`src/mpq_pkg.sv`:
```
// shared types, constants and codes of the max priority queue
package mpq_pkg;

  localparam int DEPTH     = 1024;
  localparam int KEY_WIDTH = 32;
  localparam int ADDR_W    = $clog2(DEPTH);
  localparam int CNT_W     = $clog2(DEPTH + 1);
  localparam int CHILD_W   = ADDR_W + 2;
  localparam int STATUS_W  = 3;
  localparam int REQ_W     = 2;

  localparam int IN_DATA_W  = ((KEY_WIDTH + ADDR_W + 7) / 8) * 8;
  localparam int OUT_DATA_W = ((KEY_WIDTH + CNT_W + 7) / 8) * 8;

  typedef enum logic [REQ_W-1:0] {
    REQ_PEEK     = 2'd0,
    REQ_EXTRACT  = 2'd1,
    REQ_INCREASE = 2'd2,
    REQ_INSERT   = 2'd3
  } req_t;

  localparam logic [STATUS_W-1:0] ST_OK      = 3'd0;
  localparam logic [STATUS_W-1:0] ST_EMPTY   = 3'd1;
  localparam logic [STATUS_W-1:0] ST_FULL    = 3'd2;
  localparam logic [STATUS_W-1:0] ST_SMALLER = 3'd3;
  localparam logic [STATUS_W-1:0] ST_RANGE   = 3'd4;

  typedef enum logic [3:0] {
    S_IDLE,
    S_PEEK_CHK,
    S_EXT_CHK,
    S_INC_CHK,
    S_UP_RD,
    S_UP_CMP,
    S_DN_RD,
    S_DN_CMP,
    S_RESP
  } ctrl_state_t;

  typedef struct packed {
    logic                        we;
    logic [ADDR_W-1:0]           waddr;
    logic signed [KEY_WIDTH-1:0] wdata;
    logic [ADDR_W-1:0]           raddr0;
    logic [ADDR_W-1:0]           raddr1;
  } ram_req_t;

  typedef struct packed {
    logic signed [KEY_WIDTH-1:0] value;
    logic [STATUS_W-1:0]         status;
    logic [CNT_W-1:0]            count;
  } result_t;

endpackage

```
`src/mpq_ctrl.sv`:
```
// request sequencer: read, compare and write back one heap level per step
module mpq_ctrl (
  input  logic                                 clk,
  input  logic                                 rst_n,
  input  logic                                 req_valid,
  output logic                                 req_ready,
  input  mpq_pkg::req_t                        req_type,
  input  logic signed [mpq_pkg::KEY_WIDTH-1:0] req_key,
  input  logic [mpq_pkg::ADDR_W-1:0]           req_index,
  output mpq_pkg::ram_req_t                    ram_req,
  input  logic signed [mpq_pkg::KEY_WIDTH-1:0] rdata0,
  input  logic signed [mpq_pkg::KEY_WIDTH-1:0] rdata1,
  output logic                                 res_valid,
  input  logic                                 res_ready,
  output mpq_pkg::result_t                     res
);

  mpq_pkg::ctrl_state_t state_r, state_nxt;
  logic [mpq_pkg::CNT_W-1:0]            count_r, count_nxt;
  logic [mpq_pkg::ADDR_W-1:0]           pos_r, pos_nxt;
  logic signed [mpq_pkg::KEY_WIDTH-1:0] key_r, key_nxt;
  logic signed [mpq_pkg::KEY_WIDTH-1:0] value_r, value_nxt;
  logic [mpq_pkg::STATUS_W-1:0]         status_r, status_nxt;

  logic [mpq_pkg::CHILD_W-1:0]          left_idx, right_idx, count_ext;
  logic [mpq_pkg::ADDR_W-1:0]           parent_idx;
  logic                                 left_ok, right_ok;
  logic                                 pick_left, pick_right;
  logic signed [mpq_pkg::KEY_WIDTH-1:0] best_left;

  assign left_idx   = {1'b0, pos_r, 1'b1};
  assign right_idx  = left_idx + mpq_pkg::CHILD_W'(1);
  assign count_ext  = {1'b0, count_r};
  assign left_ok    = left_idx < count_ext;
  assign right_ok   = right_idx < count_ext;
  assign parent_idx = (pos_r - mpq_pkg::ADDR_W'(1)) >> 1;

  // child selection, ties keep the parent and then the left child
  assign pick_left  = left_ok && (key_r < rdata0);
  assign best_left  = pick_left ? rdata0 : key_r;
  assign pick_right = right_ok && (best_left < rdata1);

  always_ff @(posedge clk) begin
    if (!rst_n) begin
      state_r <= mpq_pkg::S_IDLE;
      count_r <= '0;
    end else begin
      state_r <= state_nxt;
      count_r <= count_nxt;
    end
  end

  always_ff @(posedge clk) begin
    pos_r    <= pos_nxt;
    key_r    <= key_nxt;
    value_r  <= value_nxt;
    status_r <= status_nxt;
  end

  always_comb begin
    state_nxt      = state_r;
    count_nxt      = count_r;
    pos_nxt        = pos_r;
    key_nxt        = key_r;
    value_nxt      = value_r;
    status_nxt     = status_r;
    ram_req.we     = 1'b0;
    ram_req.waddr  = pos_r;
    ram_req.wdata  = key_r;
    ram_req.raddr0 = '0;
    ram_req.raddr1 = '0;
    req_ready      = 1'b0;
    res_valid      = 1'b0;

    unique case (state_r)
      mpq_pkg::S_IDLE: begin
        req_ready = 1'b1;
        if (req_valid) begin
          value_nxt  = '0;
          status_nxt = mpq_pkg::ST_OK;
          key_nxt    = req_key;
          pos_nxt    = req_index;
          unique case (req_type)
            mpq_pkg::REQ_PEEK: begin
              ram_req.raddr0 = '0;
              if (count_r == '0) begin
                status_nxt = mpq_pkg::ST_EMPTY;
                state_nxt  = mpq_pkg::S_RESP;
              end else begin
                state_nxt = mpq_pkg::S_PEEK_CHK;
              end
            end
            mpq_pkg::REQ_EXTRACT: begin
              ram_req.raddr0 = '0;
              ram_req.raddr1 = mpq_pkg::ADDR_W'(count_r - mpq_pkg::CNT_W'(1));
              if (count_r == '0) begin
                status_nxt = mpq_pkg::ST_EMPTY;
                state_nxt  = mpq_pkg::S_RESP;
              end else begin
                state_nxt = mpq_pkg::S_EXT_CHK;
              end
            end
            mpq_pkg::REQ_INCREASE: begin
              ram_req.raddr0 = req_index;
              if ({1'b0, req_index} >= count_r) begin
                status_nxt = mpq_pkg::ST_RANGE;
                state_nxt  = mpq_pkg::S_RESP;
              end else begin
                state_nxt = mpq_pkg::S_INC_CHK;
              end
            end
            mpq_pkg::REQ_INSERT: begin
              if (count_r >= mpq_pkg::CNT_W'(mpq_pkg::DEPTH)) begin
                status_nxt = mpq_pkg::ST_FULL;
                state_nxt  = mpq_pkg::S_RESP;
              end else begin
                pos_nxt   = count_r[mpq_pkg::ADDR_W-1:0];
                count_nxt = count_r + mpq_pkg::CNT_W'(1);
                state_nxt = mpq_pkg::S_UP_RD;
              end
            end
            default: state_nxt = mpq_pkg::S_IDLE;
          endcase
        end
      end
      mpq_pkg::S_PEEK_CHK: begin
        value_nxt = rdata0;
        state_nxt = mpq_pkg::S_RESP;
      end
      mpq_pkg::S_EXT_CHK: begin
        // last entry moves to the root and sifts down
        value_nxt = rdata0;
        key_nxt   = rdata1;
        pos_nxt   = '0;
        count_nxt = count_r - mpq_pkg::CNT_W'(1);
        state_nxt = mpq_pkg::S_DN_RD;
      end
      mpq_pkg::S_INC_CHK: begin
        if (key_r < rdata0) begin
          status_nxt = mpq_pkg::ST_SMALLER;
          state_nxt  = mpq_pkg::S_RESP;
        end else begin
          state_nxt = mpq_pkg::S_UP_RD;
        end
      end
      mpq_pkg::S_UP_RD: begin
        ram_req.raddr0 = parent_idx;
        if (pos_r == '0) begin
          ram_req.we = 1'b1;
          state_nxt  = mpq_pkg::S_RESP;
        end else begin
          state_nxt = mpq_pkg::S_UP_CMP;
        end
      end
      mpq_pkg::S_UP_CMP: begin
        ram_req.we = 1'b1;
        if (rdata0 < key_r) begin
          // parent moves down a level
          ram_req.wdata = rdata0;
          pos_nxt       = parent_idx;
          state_nxt     = mpq_pkg::S_UP_RD;
        end else begin
          state_nxt = mpq_pkg::S_RESP;
        end
      end
      mpq_pkg::S_DN_RD: begin
        ram_req.raddr0 = left_idx[mpq_pkg::ADDR_W-1:0];
        ram_req.raddr1 = right_idx[mpq_pkg::ADDR_W-1:0];
        state_nxt      = mpq_pkg::S_DN_CMP;
      end
      mpq_pkg::S_DN_CMP: begin
        ram_req.we = 1'b1;
        if (pick_right) begin
          ram_req.wdata = rdata1;
          pos_nxt       = right_idx[mpq_pkg::ADDR_W-1:0];
          state_nxt     = mpq_pkg::S_DN_RD;
        end else if (pick_left) begin
          ram_req.wdata = rdata0;
          pos_nxt       = left_idx[mpq_pkg::ADDR_W-1:0];
          state_nxt     = mpq_pkg::S_DN_RD;
        end else begin
          state_nxt = mpq_pkg::S_RESP;
        end
      end
      mpq_pkg::S_RESP: begin
        res_valid = 1'b1;
        if (res_ready) begin
          state_nxt = mpq_pkg::S_IDLE;
        end
      end
      default: state_nxt = mpq_pkg::S_IDLE;
    endcase
  end

  assign res.value  = value_r;
  assign res.status = status_r;
  assign res.count  = count_r;

endmodule

```
`config.mk`:
```
export PLATFORM = sky130hd
export DESIGN_NAME = mpq_ctrl
export DESIGN_NICKNAME = d
export VERILOG_FILES = /design/src/mpq_pkg.sv /design/src/mpq_ctrl.sv
export SDC_FILE = /design/constraint.sdc
export NUM_CORES = 1
export LEC_CHECK = 0
export CORE_MARGIN = 2
export CORE_UTILIZATION = 40
export DETAILED_ROUTE_END_ITERATION = 12
export DONT_BUFFER_PORTS = 1
export GPL_TIMING_DRIVEN = 0
export HOLD_SLACK_MARGIN = 0.05
export PLACE_DENSITY = 0.58
export SKIP_CTS_REPAIR_TIMING = 1
export SYNTH_ARGS = -nofsm -noshare
export SYNTH_HDL_FRONTEND = slang
export SYNTH_SLANG_ARGS = --single-unit
```
`constraint.sdc`:
```
create_clock -name clk -period 6.47 [get_ports clk]
set_clock_uncertainty 0.2 [all_clocks]
set_input_delay 0.3235 -clock clk [delete_from_list [all_inputs] [get_ports clk]]
set_output_delay 0.3235 -clock clk [all_outputs]
set_load 0.02 [all_outputs]
```
* Yosys cells after proc, flatten, opt, wreduce, memory -nomap -nowiden
Cells that the tools add are included.
** Cells by class
- Eq/ne operators :: 18
- Order comparisons :: 7
- Mux-type cells :: 48
- Add/sub/neg operators :: 4
- Reductions and logical operators :: 19
** Operators by type and width (count)
- case mux 32 bit (2 select lines) :: 3
- two-way mux 32 bit :: 5
- less-than comparator 32 bit :: 3
- two-way mux 10 bit :: 8
- two-way mux 4 bit :: 11
- case mux 10 bit (4 select lines) :: 1
- case mux 4 bit (9 select lines) :: 1
- two-way mux 11 bit :: 3
- case mux 10 bit (3 select lines) :: 1
- case mux 11 bit (2 select lines) :: 1
- two-way mux 20 bit :: 1
- case mux 10 bit (2 select lines) :: 1
- == test 4 x 3 -> 1 bit (second input constant) :: 4
- case mux 4 bit (4 select lines) :: 1
- adder 11 x 1 -> 12 bit (second input constant) :: 1
- less-than comparator 12 x 11 -> 1 bit :: 1
- adder 11 x 1 -> 11 bit (second input constant) :: 1
- greater-or-equal comparator 10 x 11 -> 1 bit :: 1
- greater-or-equal comparator 11 bit (second input constant) :: 1
- zero test 11 bit :: 1
- less-than comparator 11 bit :: 1
- subtractor 11 x 1 -> 11 bit (second input constant) :: 1
- zero test 10 bit :: 1
- != test 2 bit (second input constant) :: 5
- 23 further kinds :: 38
** Storage, ports and cells
- Output and inout port bits :: 111
- Input bits :: 112
- Bits in registers :: 92
- Logic and storage cells :: 102

* Depth between registers and ports, before layout
Gate-level depths: netlist of run 1.
- Depth in word-level cells :: 7
- Depth in mapped cells :: 26
- Gate-level depth less buffers :: 21

* Worst setup path before layout of run 1
OpenSTA, ideal clock, no wires.
- Path kind :: register -> register
- From :: register state_r[1]
- To :: register value_r[0] (netlist bit) (enable)
- Slack :: -0.289 ns
- Clock period less this slack :: 6.759 ns
- Setup time :: 0.595 ns
- Cell stages (with the launch flop) :: 5
- Required time :: 5.675 ns
- Path buffers :: 2
- Arrival time :: 5.964 ns
- Cell sequence :: dfxtp_1 -> clkbuf_1 -> clkbuf_1 -> nor3_1 -> a2111oi_0
** On the way
- Longest elaborated chain between the ends :: 4
- Elaborated cells between the ends (all ways) :: 7
** Ends and longest elaborated chain
- from (decl) :: line mpq_ctrl.sv:18 : mpq_pkg::ctrl_state_t state_r, state_nxt;
- from (signal assigned) :: line mpq_ctrl.sv:45 : state_r <= mpq_pkg::S_IDLE;
- from (signal assigned) :: line mpq_ctrl.sv:48 : state_r <= state_nxt;
- == test 4 x 2 -> 1 bit or == test 4 x 1 -> 1 bit (tied branches) :: line mpq_ctrl.sv:75 : unique case (state_r)
- OR reduction 2 bit (no source line)
- nonzero test 2 bit (no source line)
- AND reduction 2 bit (no source line) *
- to (signal assigned) :: line mpq_ctrl.sv:56 : value_r <= value_nxt;
- to (decl) :: line mpq_ctrl.sv:22 : logic signed [mpq_pkg::KEY_WIDTH-1:0] value_r, value_nxt;
Every way passes the cells marked *; elsewhere a longest branch is shown, timed or not.
A chain may end at the register's enable or synchronous reset.

==> results of run 1 <==
==> path summary, 6_finish.rpt <==
kind                             startpoint     endpoint  slack (ns)  cells past startpoint
worst max register to register    key_r[15]     pos_r[0]        0.09                     23
worst min-delay path              rdata1[2]     key_r[2]        0.04                      2
worst max-delay path              key_r[15]  ram_req[23]        0.01                     22
worst min register to register  count_r[10]  count_r[10]        0.48                      2
==> stage by stage <==
stage	hold slack, ns	setup slack, ns	setup TNS, ns	power [W]
global route	0.0531	-0.111	-1.80	0.00569
floorplan	0.277	0.361	0	0.00316
global placement	0.282	-1.47	-89.31	0.00383
finish	0.0364	0.0133	0	0.00539
detailed placement	0.287	-1.07	-36.94	0.00387
CTS	-0.0908	-1.25	-51.01	0.00447
==> per-layer routing <==
layer,routed length [um],GRT usage
met1,13600,0.345
met2,15000,0.435
met3,3540,0.0867
met4,948,0.0813
met5,0,0
==> worst reg2reg max path, delay by kind of cell (launching register included) <==
kind                     cells  cell delay, ns
flip-flops                   1            0.41
buffers and inverters        6            1.02
AO/OA/AOI/OAI                8            1.85
adder cells (fa/ha/maj)      2            0.59
AND/OR/NAND/NOR              7            2.01
==> cell families after synthesis <==
logic type      share of synthesized area
mux                                0.0434
compound gates                      0.223
fa+ha+maj                           0.143
simple gates                        0.186
buf+inv                            0.0696
xor+xnor                           0.0316
flops                               0.304
==> cells in the final DEF, fill, tap and decap left out, types with 35 or more instances in the layout <==
master,instances
a21oi_1,45
a22oi_1,39
and2_1,35
buf_4,44
clkbuf_1,48
dlygate4sd3_1,65
edfxtp_1,77
ha_1,91
inv_1,74
nand2_1,127
nor2_1,47
o21ai_0,91
o21ai_2,37
==> power by group through the flow <==
stage | combinational (W) | sequential (W) | clock, W
6_report | 0.00353 | 0.00127 | 0.000595
5_1_grt | 0.00377 | 0.00130 | 0.000621
4_1_cts | 0.00261 | 0.00126 | 0.000599
3_5_place_dp | 0.00259 | 0.00127 | 0
3_3_place_gp | 0.00254 | 0.00129 | 0
2_1_floorplan | 0.00194 | 0.00122 | 0
==> area by class of cell <==
type,count,area [um^2],area share
buffer,62,375,0.0342
clock buffer,11,233,0.0212
clock inverter,5,85.1,0.00774
inverter,84,319,0.0290
multi-input combinational,807,5880,0.535
sequential,92,2620,0.238
tap,275,344,0.0313
timing repair buffer,119,1140,0.103
==> flip-flops by register name, indices dropped and copies added, names as in the netlist <==
signal	cells
pos_r	10
count_r	11
key_r	32
value_r	32
status_r	3
state_r	4
==> impl_metrics.ini, run 1 <==
[status]
outcome = complete, no violations

[synth]
synthFlopType = edfxtp_1
synth-seq-area-share = 0.304
yosys_register_bits = 92
syn_area_um2 = 8600
yosys-top-cells-area = edfxtp_1 (27%), ha_1 (14%), o21ai_0 (6.9%)
ys.warnings.count = 0
synthDominantCellAreaShare = 0.269
synth_edf_count = 77
synth_commonest_cells = nand2_1 (131), o21ai_0 (119), ha_1 (98)
synthCells = 1045
yosysMostFrequentCell = nand2_1
ys_types = 65
avgSynthCellArea_um2 = 8.23
ys_async_sr_fraction = 0
synth_top_area_cell = edfxtp_1
syn_nets = 1255

[timing]
slew_headroom = 0.120
min_period_over_period = 0.998
fin_crit_ns = 6.46
fmax_mhz = 155
rsz0062_at_grt = yes
final_hold_viol_count = 0
worst_pin_slew_ns = 1.30
finalSetupViolCount = 0
slew_violations = 0

[cells_and_area]
fill_cells = 2014
syn2layout_area_growth_pct = 27.8
drive_above_1_share = 0.158
finalNetCount = 1385
final_cell_area_um2 = 11000
finish.utilization = 0.521
insertedDiodeCount = 0
finalNonFillerCells = 1455

[floorplanning]
start_util = 0.408
die_x_um = 151
die_area_um2 = 22700
num_rows = 53
core_um2 = 21100
die_h_um = 151
pin_count = 223

[placement]
io_buffers = 0
place_area_um2 = 9000
hpwl_mm = 24.1
gp_congestion = 0.942
dp.cells = 1327

[routing]
drtAntennaViolNets = 0
drc_errors = 0
dr.pass1.iters = 5
vias = 8567
via_per_inst = 5.89
drt_iter0_drc = 824
wirelength_mm = 33.0
wl_per_cell_um = 22.7

[power_and_ir_drop]
ir_worst_vdd_mv = 0.280
internal_power_w = 0.00279
p_switching_w = 0.00260
clock_power_share = 0.110
p_sw_frac = 0.483
combPwrFrac = 0.655
power_density_nw_per_um2 = 490
seqPwrFrac = 0.235
p_leak_nw = 4.46

[flow_run]
cap_viol_max_count = 0

[worst_setup_path]
cp_data_arrival_time_ns = 5.93
path_max_fanout = 7
worstSetupPathType = reg -> out
worstSetupEndpointType = output pin
worstPathRequired_ns = 5.95
crit_chain = inv_1, ha_1, nand4_1, a211oi_2, o41a_1, or3_4, a211oi_4, buf_6, buf_8, o21ai_2, ha_1, a21o_1, a221oi_4, o31ai_4, nor3_1, nand4_1, or4b_4, o2111ai_4, buf_12, buf_4, mux2i_1, o21ai_2
slowest_stage = or4b_4
path_buf_inv = 5
critPathMaxStageDelay_ns = 0.52
critical_path.top_delay_family = compound AO/OA/AOI/OAI gates
critPathLaunchType = flip-flop

[global_routing]
grt_max_degree = 33
grtUsageTotal = 0.270
grt_pass1_wl_mm = 46.4
antenna_found_initial = 0
grt.overflow.total = 0
grt_pass1_vias = 7987

[worst_hold_path]
hold_class = in -> reg

[clock_network]
numCtsBuffers = 9
root_buffer = clkbuf_16
cts_htree_levels = 3
clock-sinks = 92
clock_latency_ns = 0.37
clockBufferDepth = 2
clk_pin_slew_ns = 0.08
tritoncts = yes
Power figures use the tool's default switching activity.
==> run 2, diff against run 1 <==
--- a/config.mk
+++ b/config.mk
@@ -5,13 +5,16 @@
 export SDC_FILE = /design/constraint.sdc
 export NUM_CORES = 1
 export LEC_CHECK = 0
+export ABC_CLOCK_PERIOD_IN_PS = 6470
 export CORE_MARGIN = 2
 export CORE_UTILIZATION = 40
 export DETAILED_ROUTE_END_ITERATION = 12
 export DONT_BUFFER_PORTS = 1
 export GPL_TIMING_DRIVEN = 0
 export HOLD_SLACK_MARGIN = 0.05
+export MAX_ROUTING_LAYER = met4
 export PLACE_DENSITY = 0.58
+export RECOVER_POWER = 25
 export SKIP_CTS_REPAIR_TIMING = 1
 export SYNTH_ARGS = -nofsm -noshare
 export SYNTH_HDL_FRONTEND = slang
==> impl_metrics.ini, run 2 (same netlist as run 1, synthesis figures left out) <==
[status]
outcome = finished with violations
violations = capacitance limit, slew limit

[timing]
fmax_mhz = 157
fin_crit_ns = 6.37
worst_pin_slew_ns = 1.47
final_hold_viol_count = 0
finalSetupViolCount = 0
rsz0062_at_grt = yes
min_period_over_period = 0.985
slew_violations = 1
slew_headroom = -0.00492

[cells_and_area]
final_cell_area_um2 = 10700
syn2layout_area_growth_pct = 24.7
finish.utilization = 0.508
fill_cells = 2068
finalNetCount = 1373
insertedDiodeCount = 0
drive_above_1_share = 0.141
reg_top3 = key_r x32, value_r x32, count_r x11
most-common-layout-cells = nand2_1 (129), ha_1 (96), o21ai_0 (88)
layout_commonest_cell = nand2_1

[floorplanning]
core_um2 = 21100
die_x_um = 151
start_util = 0.408
num_rows = 53
die_h_um = 151
die_area_um2 = 22700
pin_count = 223

[routing]
drt_iter0_drc = 787
drtAntennaViolNets = 0
dr.pass1.iters = 5
wirelength_mm = 32.5
vias = 8596
via_per_inst = 5.96
wl_per_cell_um = 22.5
drc_errors = 0

[worst_setup_path]
worstSetupPathType = reg -> out
critPathMaxStageDelay_ns = 0.57
worstSetupEndpointType = output pin
worstPathRequired_ns = 5.95
critPathLaunchType = flip-flop
cp_data_arrival_time_ns = 5.85
critical_path.top_delay_family = compound AO/OA/AOI/OAI gates
path_max_fanout = 9
crit_chain = inv_1, ha_1, nand4_1, a211oi_2, o41a_1, or3_4, a211oi_4, buf_6, buf_8, nand2_1, o21ai_2, ha_1, a21o_1, a221oi_4, o31ai_4, nor3_2, nand4_1, or4b_4, o2111ai_4, buf_12, buf_12, mux2i_1, o21ai_2
path_buf_inv = 5
slowest_stage = or4b_4

[clock_network]
tritoncts = yes
clockBufferDepth = 2
cts_htree_levels = 3
numCtsBuffers = 9
clock-sinks = 92
root_buffer = clkbuf_16
clock_latency_ns = 0.36
clk_pin_slew_ns = 0.07

[power_and_ir_drop]
power_density_nw_per_um2 = 480
ir_worst_vdd_mv = 0.191
p_leak_nw = 4.37

[global_routing]
grt.overflow.total = 0
grtUsageTotal = 0.278
grt_pass1_vias = 8040
grt_max_degree = 33
antenna_found_initial = 0
grt_pass1_wl_mm = 46.8

[placement]
gp_congestion = 0.962
place_area_um2 = 8990
io_buffers = 0
hpwl_mm = 23.9

[flow_run]
cap_viol_max_count = 1

[worst_hold_path]
hold_class = in -> reg
[run 2: changes by cell type in the layout (fill, tap and decap cells not counted), sizes merged]
cell	before	now
buf	65	55
bufinv	2	0
clkbuf	62	60
clkinv	3	4
clkinvlp	2	3
[run 2: power breakdown]
| group | internal, W | switching, W | leakage (nW) |
|---|---|---|---|
| clock network | 0.000289 | 0.000272 | 0.139 |
| logic | 0.00138 | 0.00194 | 3.34 |
| registers | 0.000947 | 0.000317 | 0.885 |
[run 2: worst paths after layout]
check,start,endpoint,slack [ns],cells after the start
hold / removal,rdata1[10],key_r[10],0.04,2
hold reg to reg,count_r[10],count_r[10],0.49,2
setup reg to reg,key_r[13],pos_r[3],0.33,23
setup / recovery,key_r[13],ram_req[46],0.1,23
[run 2: area by class of cell]
cell class | count | area, um^2 | share of cell area
multi-input combinational | 807 | 5770 | 0.538
sequential | 92 | 2620 | 0.244
timing repair buffer | 107 | 998 | 0.0931
buffer | 62 | 374 | 0.0349
tap | 275 | 344 | 0.0321
inverter | 84 | 319 | 0.0298
clock buffer | 11 | 254 | 0.0237
clock inverter | 5 | 43.8 | 0.00408
[run 2: worst reg2reg max path: stages (launching register included)]
cell	delay (ns)
edfxtp_1	0.40
inv_1	0.09
ha_1	0.24
nand4_1	0.24
a211oi_2	0.09
o41a_1	0.47
or3_4	0.38
a211oi_4	0.32
buf_6	0.21
buf_8	0.15
nand2_1	0.07
o21ai_2	0.07
ha_1	0.27
a21o_1	0.22
a221oi_4	0.33
o31ai_4	0.15
nor3_2	0.12
nand4_1	0.18
or4b_4	0.57
o2111ai_4	0.18
buf_12	0.19
nor3_1	0.07
nor3_2	0.35
buf_2	0.29
[run 2: through the flow]
stage / setup TNS, ns / std cells / setup slack (ns) / total power, W / hold WS, ns
global route: -0.743 / 1443 / -0.0748 / 0.00546 / 0.0594
detailed placement: -41.35 / 1326 / -1.02 / 0.00386 / 0.285
global placement: -91.97 / 1320 / -1.50 / 0.00383 / 0.282
CTS: -55.17 / 1342 / -1.36 / 0.00442 / -0.0960
finish: 0 / 1443 / 0.0971 / 0.00515 / 0.0389
floorplan: 0 / 1045 / 0.361 / 0.00316 / 0.277
[run 2: routing by layer]
| layer | global-route usage | routed length [um] | up-vias |
|---|---|---|---|
| met4 | 0.107 | 1030 | 0 |
| met3 | 0.0694 | 2960 | 62 |
| met5 | - | 0 | - |
| li1 | - | - | 4055 |
| met2 | 0.426 | 14700 | 439 |
| met1 | 0.354 | 13800 | 4040 |
==> run 3, diff against run 2 <==
--- a/config.mk
+++ b/config.mk
@@ -7,14 +7,15 @@
 export LEC_CHECK = 0
 export ABC_CLOCK_PERIOD_IN_PS = 6470
 export CORE_MARGIN = 2
-export CORE_UTILIZATION = 40
+export CORE_UTILIZATION = 50
 export DETAILED_ROUTE_END_ITERATION = 12
 export DONT_BUFFER_PORTS = 1
 export GPL_TIMING_DRIVEN = 0
 export HOLD_SLACK_MARGIN = 0.05
 export MAX_ROUTING_LAYER = met4
-export PLACE_DENSITY = 0.58
+export PLACE_DENSITY = 0.7
 export RECOVER_POWER = 25
+export SETUP_SLACK_MARGIN = 0.3
 export SKIP_CTS_REPAIR_TIMING = 1
 export SYNTH_ARGS = -nofsm -noshare
 export SYNTH_HDL_FRONTEND = slang
==> impl_metrics.ini, run 3 (same netlist as run 1, synthesis figures left out) <==
[placement]
io_buffers = 0
hpwl_mm = 22.8
post-place-ws_ns = -0.962
gp_congestion = 0.978

[global_routing]
grtUsageTotal = 0.329
grt_max_degree = 33
grt_pass1_vias = 7782
antenna_found_initial = 0
grt.overflow.total = 0
grt_pass1_wl_mm = 44.3

[worst_hold_path]
hold_class = in -> reg
whs_path_depth = 2

[routing]
drtAntennaViolNets = 0
dr.pass1.iters = 6
drt_iter0_drc = 1091
wl_per_cell_um = 24.1
via_per_inst = 6.54
vias = 9243
drc_errors = 0
wirelength_mm = 34.0

[worst_setup_path]
ff2ff_path_depth = 30
worstPathRequired_ns = 5.95
critPathLaunchType = flip-flop
cp_data_arrival_time_ns = 5.99
path_max_fanout = 5
worstSetupEndpointType = output pin
worstSetupPathType = reg -> out

[timing]
setup_ws_ns = -0.0471
fmax_mhz = 153
rsz0062_at_grt = yes
finalSetupViolCount = 11
fin_crit_ns = 6.52
slew_headroom = 0.166
final_hold_viol_count = 0
min_period_over_period = 1.01
setup_tns_ns = -0.200
slew_violations = 0
worst_pin_slew_ns = 1.25

[clock_network]
clock-sinks = 92
tritoncts = yes
clockBufferDepth = 2
cts_htree_levels = 3
clock_latency_ns = 0.36
numCtsBuffers = 9
clk_pin_slew_ns = 0.08
root_buffer = clkbuf_16

[cells_and_area]
most-common-layout-cells = nand2_1 (126), ha_1 (85), o21ai_0 (79)
drive_above_1_share = 0.191
reg_top3 = key_r x32, value_r x32, count_r x11
layout_commonest_cell = nand2_1
insertedDiodeCount = 0
finalNetCount = 1399
seq_area_um2 = 2620
multi_input_area_um2 = 6160
syn2layout_area_growth_pct = 32.3
finish.utilization = 0.681
fill_cells = 1295

[floorplanning]
num_rows = 47
die_area_um2 = 18300
core_um2 = 16700
start_util = 0.515
pin_count = 223
die_h_um = 135
die_x_um = 135

[power_and_ir_drop]
power_density_nw_per_um2 = 521
internal_power_w = 0.00307
p_total_w = 0.00593
clock_power_share = 0.094
ir_worst_vdd_mv = 0.229
combPwrFrac = 0.692
p_switching_w = 0.00286
p_leak_nw = 4.60
seqPwrFrac = 0.214
p_sw_frac = 0.482

[status]
violations = setup timing
outcome = finished with violations

[flow_run]
cap_viol_max_count = 0
## run 3: final cells by class
| cell class | instances | area share |
|---|---|---|
| multi-input combinational | 807 | 0.542 |
| sequential | 92 | 0.230 |
| timing repair buffer | 133 | 0.116 |
| buffer | 62 | 0.0340 |
| inverter | 84 | 0.0281 |
| tap | 220 | 0.0242 |
| clock buffer | 10 | 0.0201 |
| clock inverter | 6 | 0.00550 |
## run 3: worst max-delay path: stages (launching register included)
cell	delay [ns]
edfxtp_1	0.42
inv_2	0.08
ha_1	0.24
nor2b_1	0.15
o211ai_2	0.14
a2111oi_1	0.10
o41a_1	0.41
or3_4	0.42
a211oi_4	0.33
buf_6	0.18
buf_12	0.13
buf_8	0.12
nand2_4	0.05
o21ai_4	0.08
ha_4	0.24
a21o_1	0.17
a211oi_2	0.23
o21a_1	0.20
o31ai_4	0.10
nor3_2	0.15
nand4_1	0.13
or4b_4	0.58
o2111ai_4	0.19
buf_4	0.18
buf_6	0.09
clkbuf_16	0.13
mux2i_4	0.24
o21ai_4	0.13
## run 3: worst paths after layout
kind,startpoint,end,slack [ns]
worst max-delay path,key_r[1],ram_req[23],-0.05
worst min-delay path,rdata1[10],key_r[10],0.04
worst max register to register,key_r[1],pos_r[0],0.13
worst min register to register,count_r[10],count_r[10],0.51
## run 3: power groups by stage
stage               logic (W)  registers (W)  clock network [W]
floorplan             0.00194        0.00122                  0
global placement      0.00252        0.00128                  0
detailed placement    0.00259        0.00127                  0
CTS                   0.00260        0.00126           0.000560
global route          0.00431        0.00129           0.000576
finish                0.00410        0.00127           0.000560
## run 3: per-stage QoR
step	hold WS, ns	instance area (um^2)	cells
2_1_floorplan	0.277	8600	1045
3_3_place_gp	0.284	8870	1265
3_5_place_dp	0.288	8920	1270
4_1_cts	-0.0894	9210	1286
5_1_grt	0.0556	11400	1414
6_report	0.0403	11400	1414
## run 3: routing by layer
metal	vias up	part of all wire	GRT usage
met2	686	0.44	0.471
met1	4325	0.38	0.440
met4	0	0.041	0.115
li1	4095	-	-
met3	137	0.13	0.101
met5	-	0	-
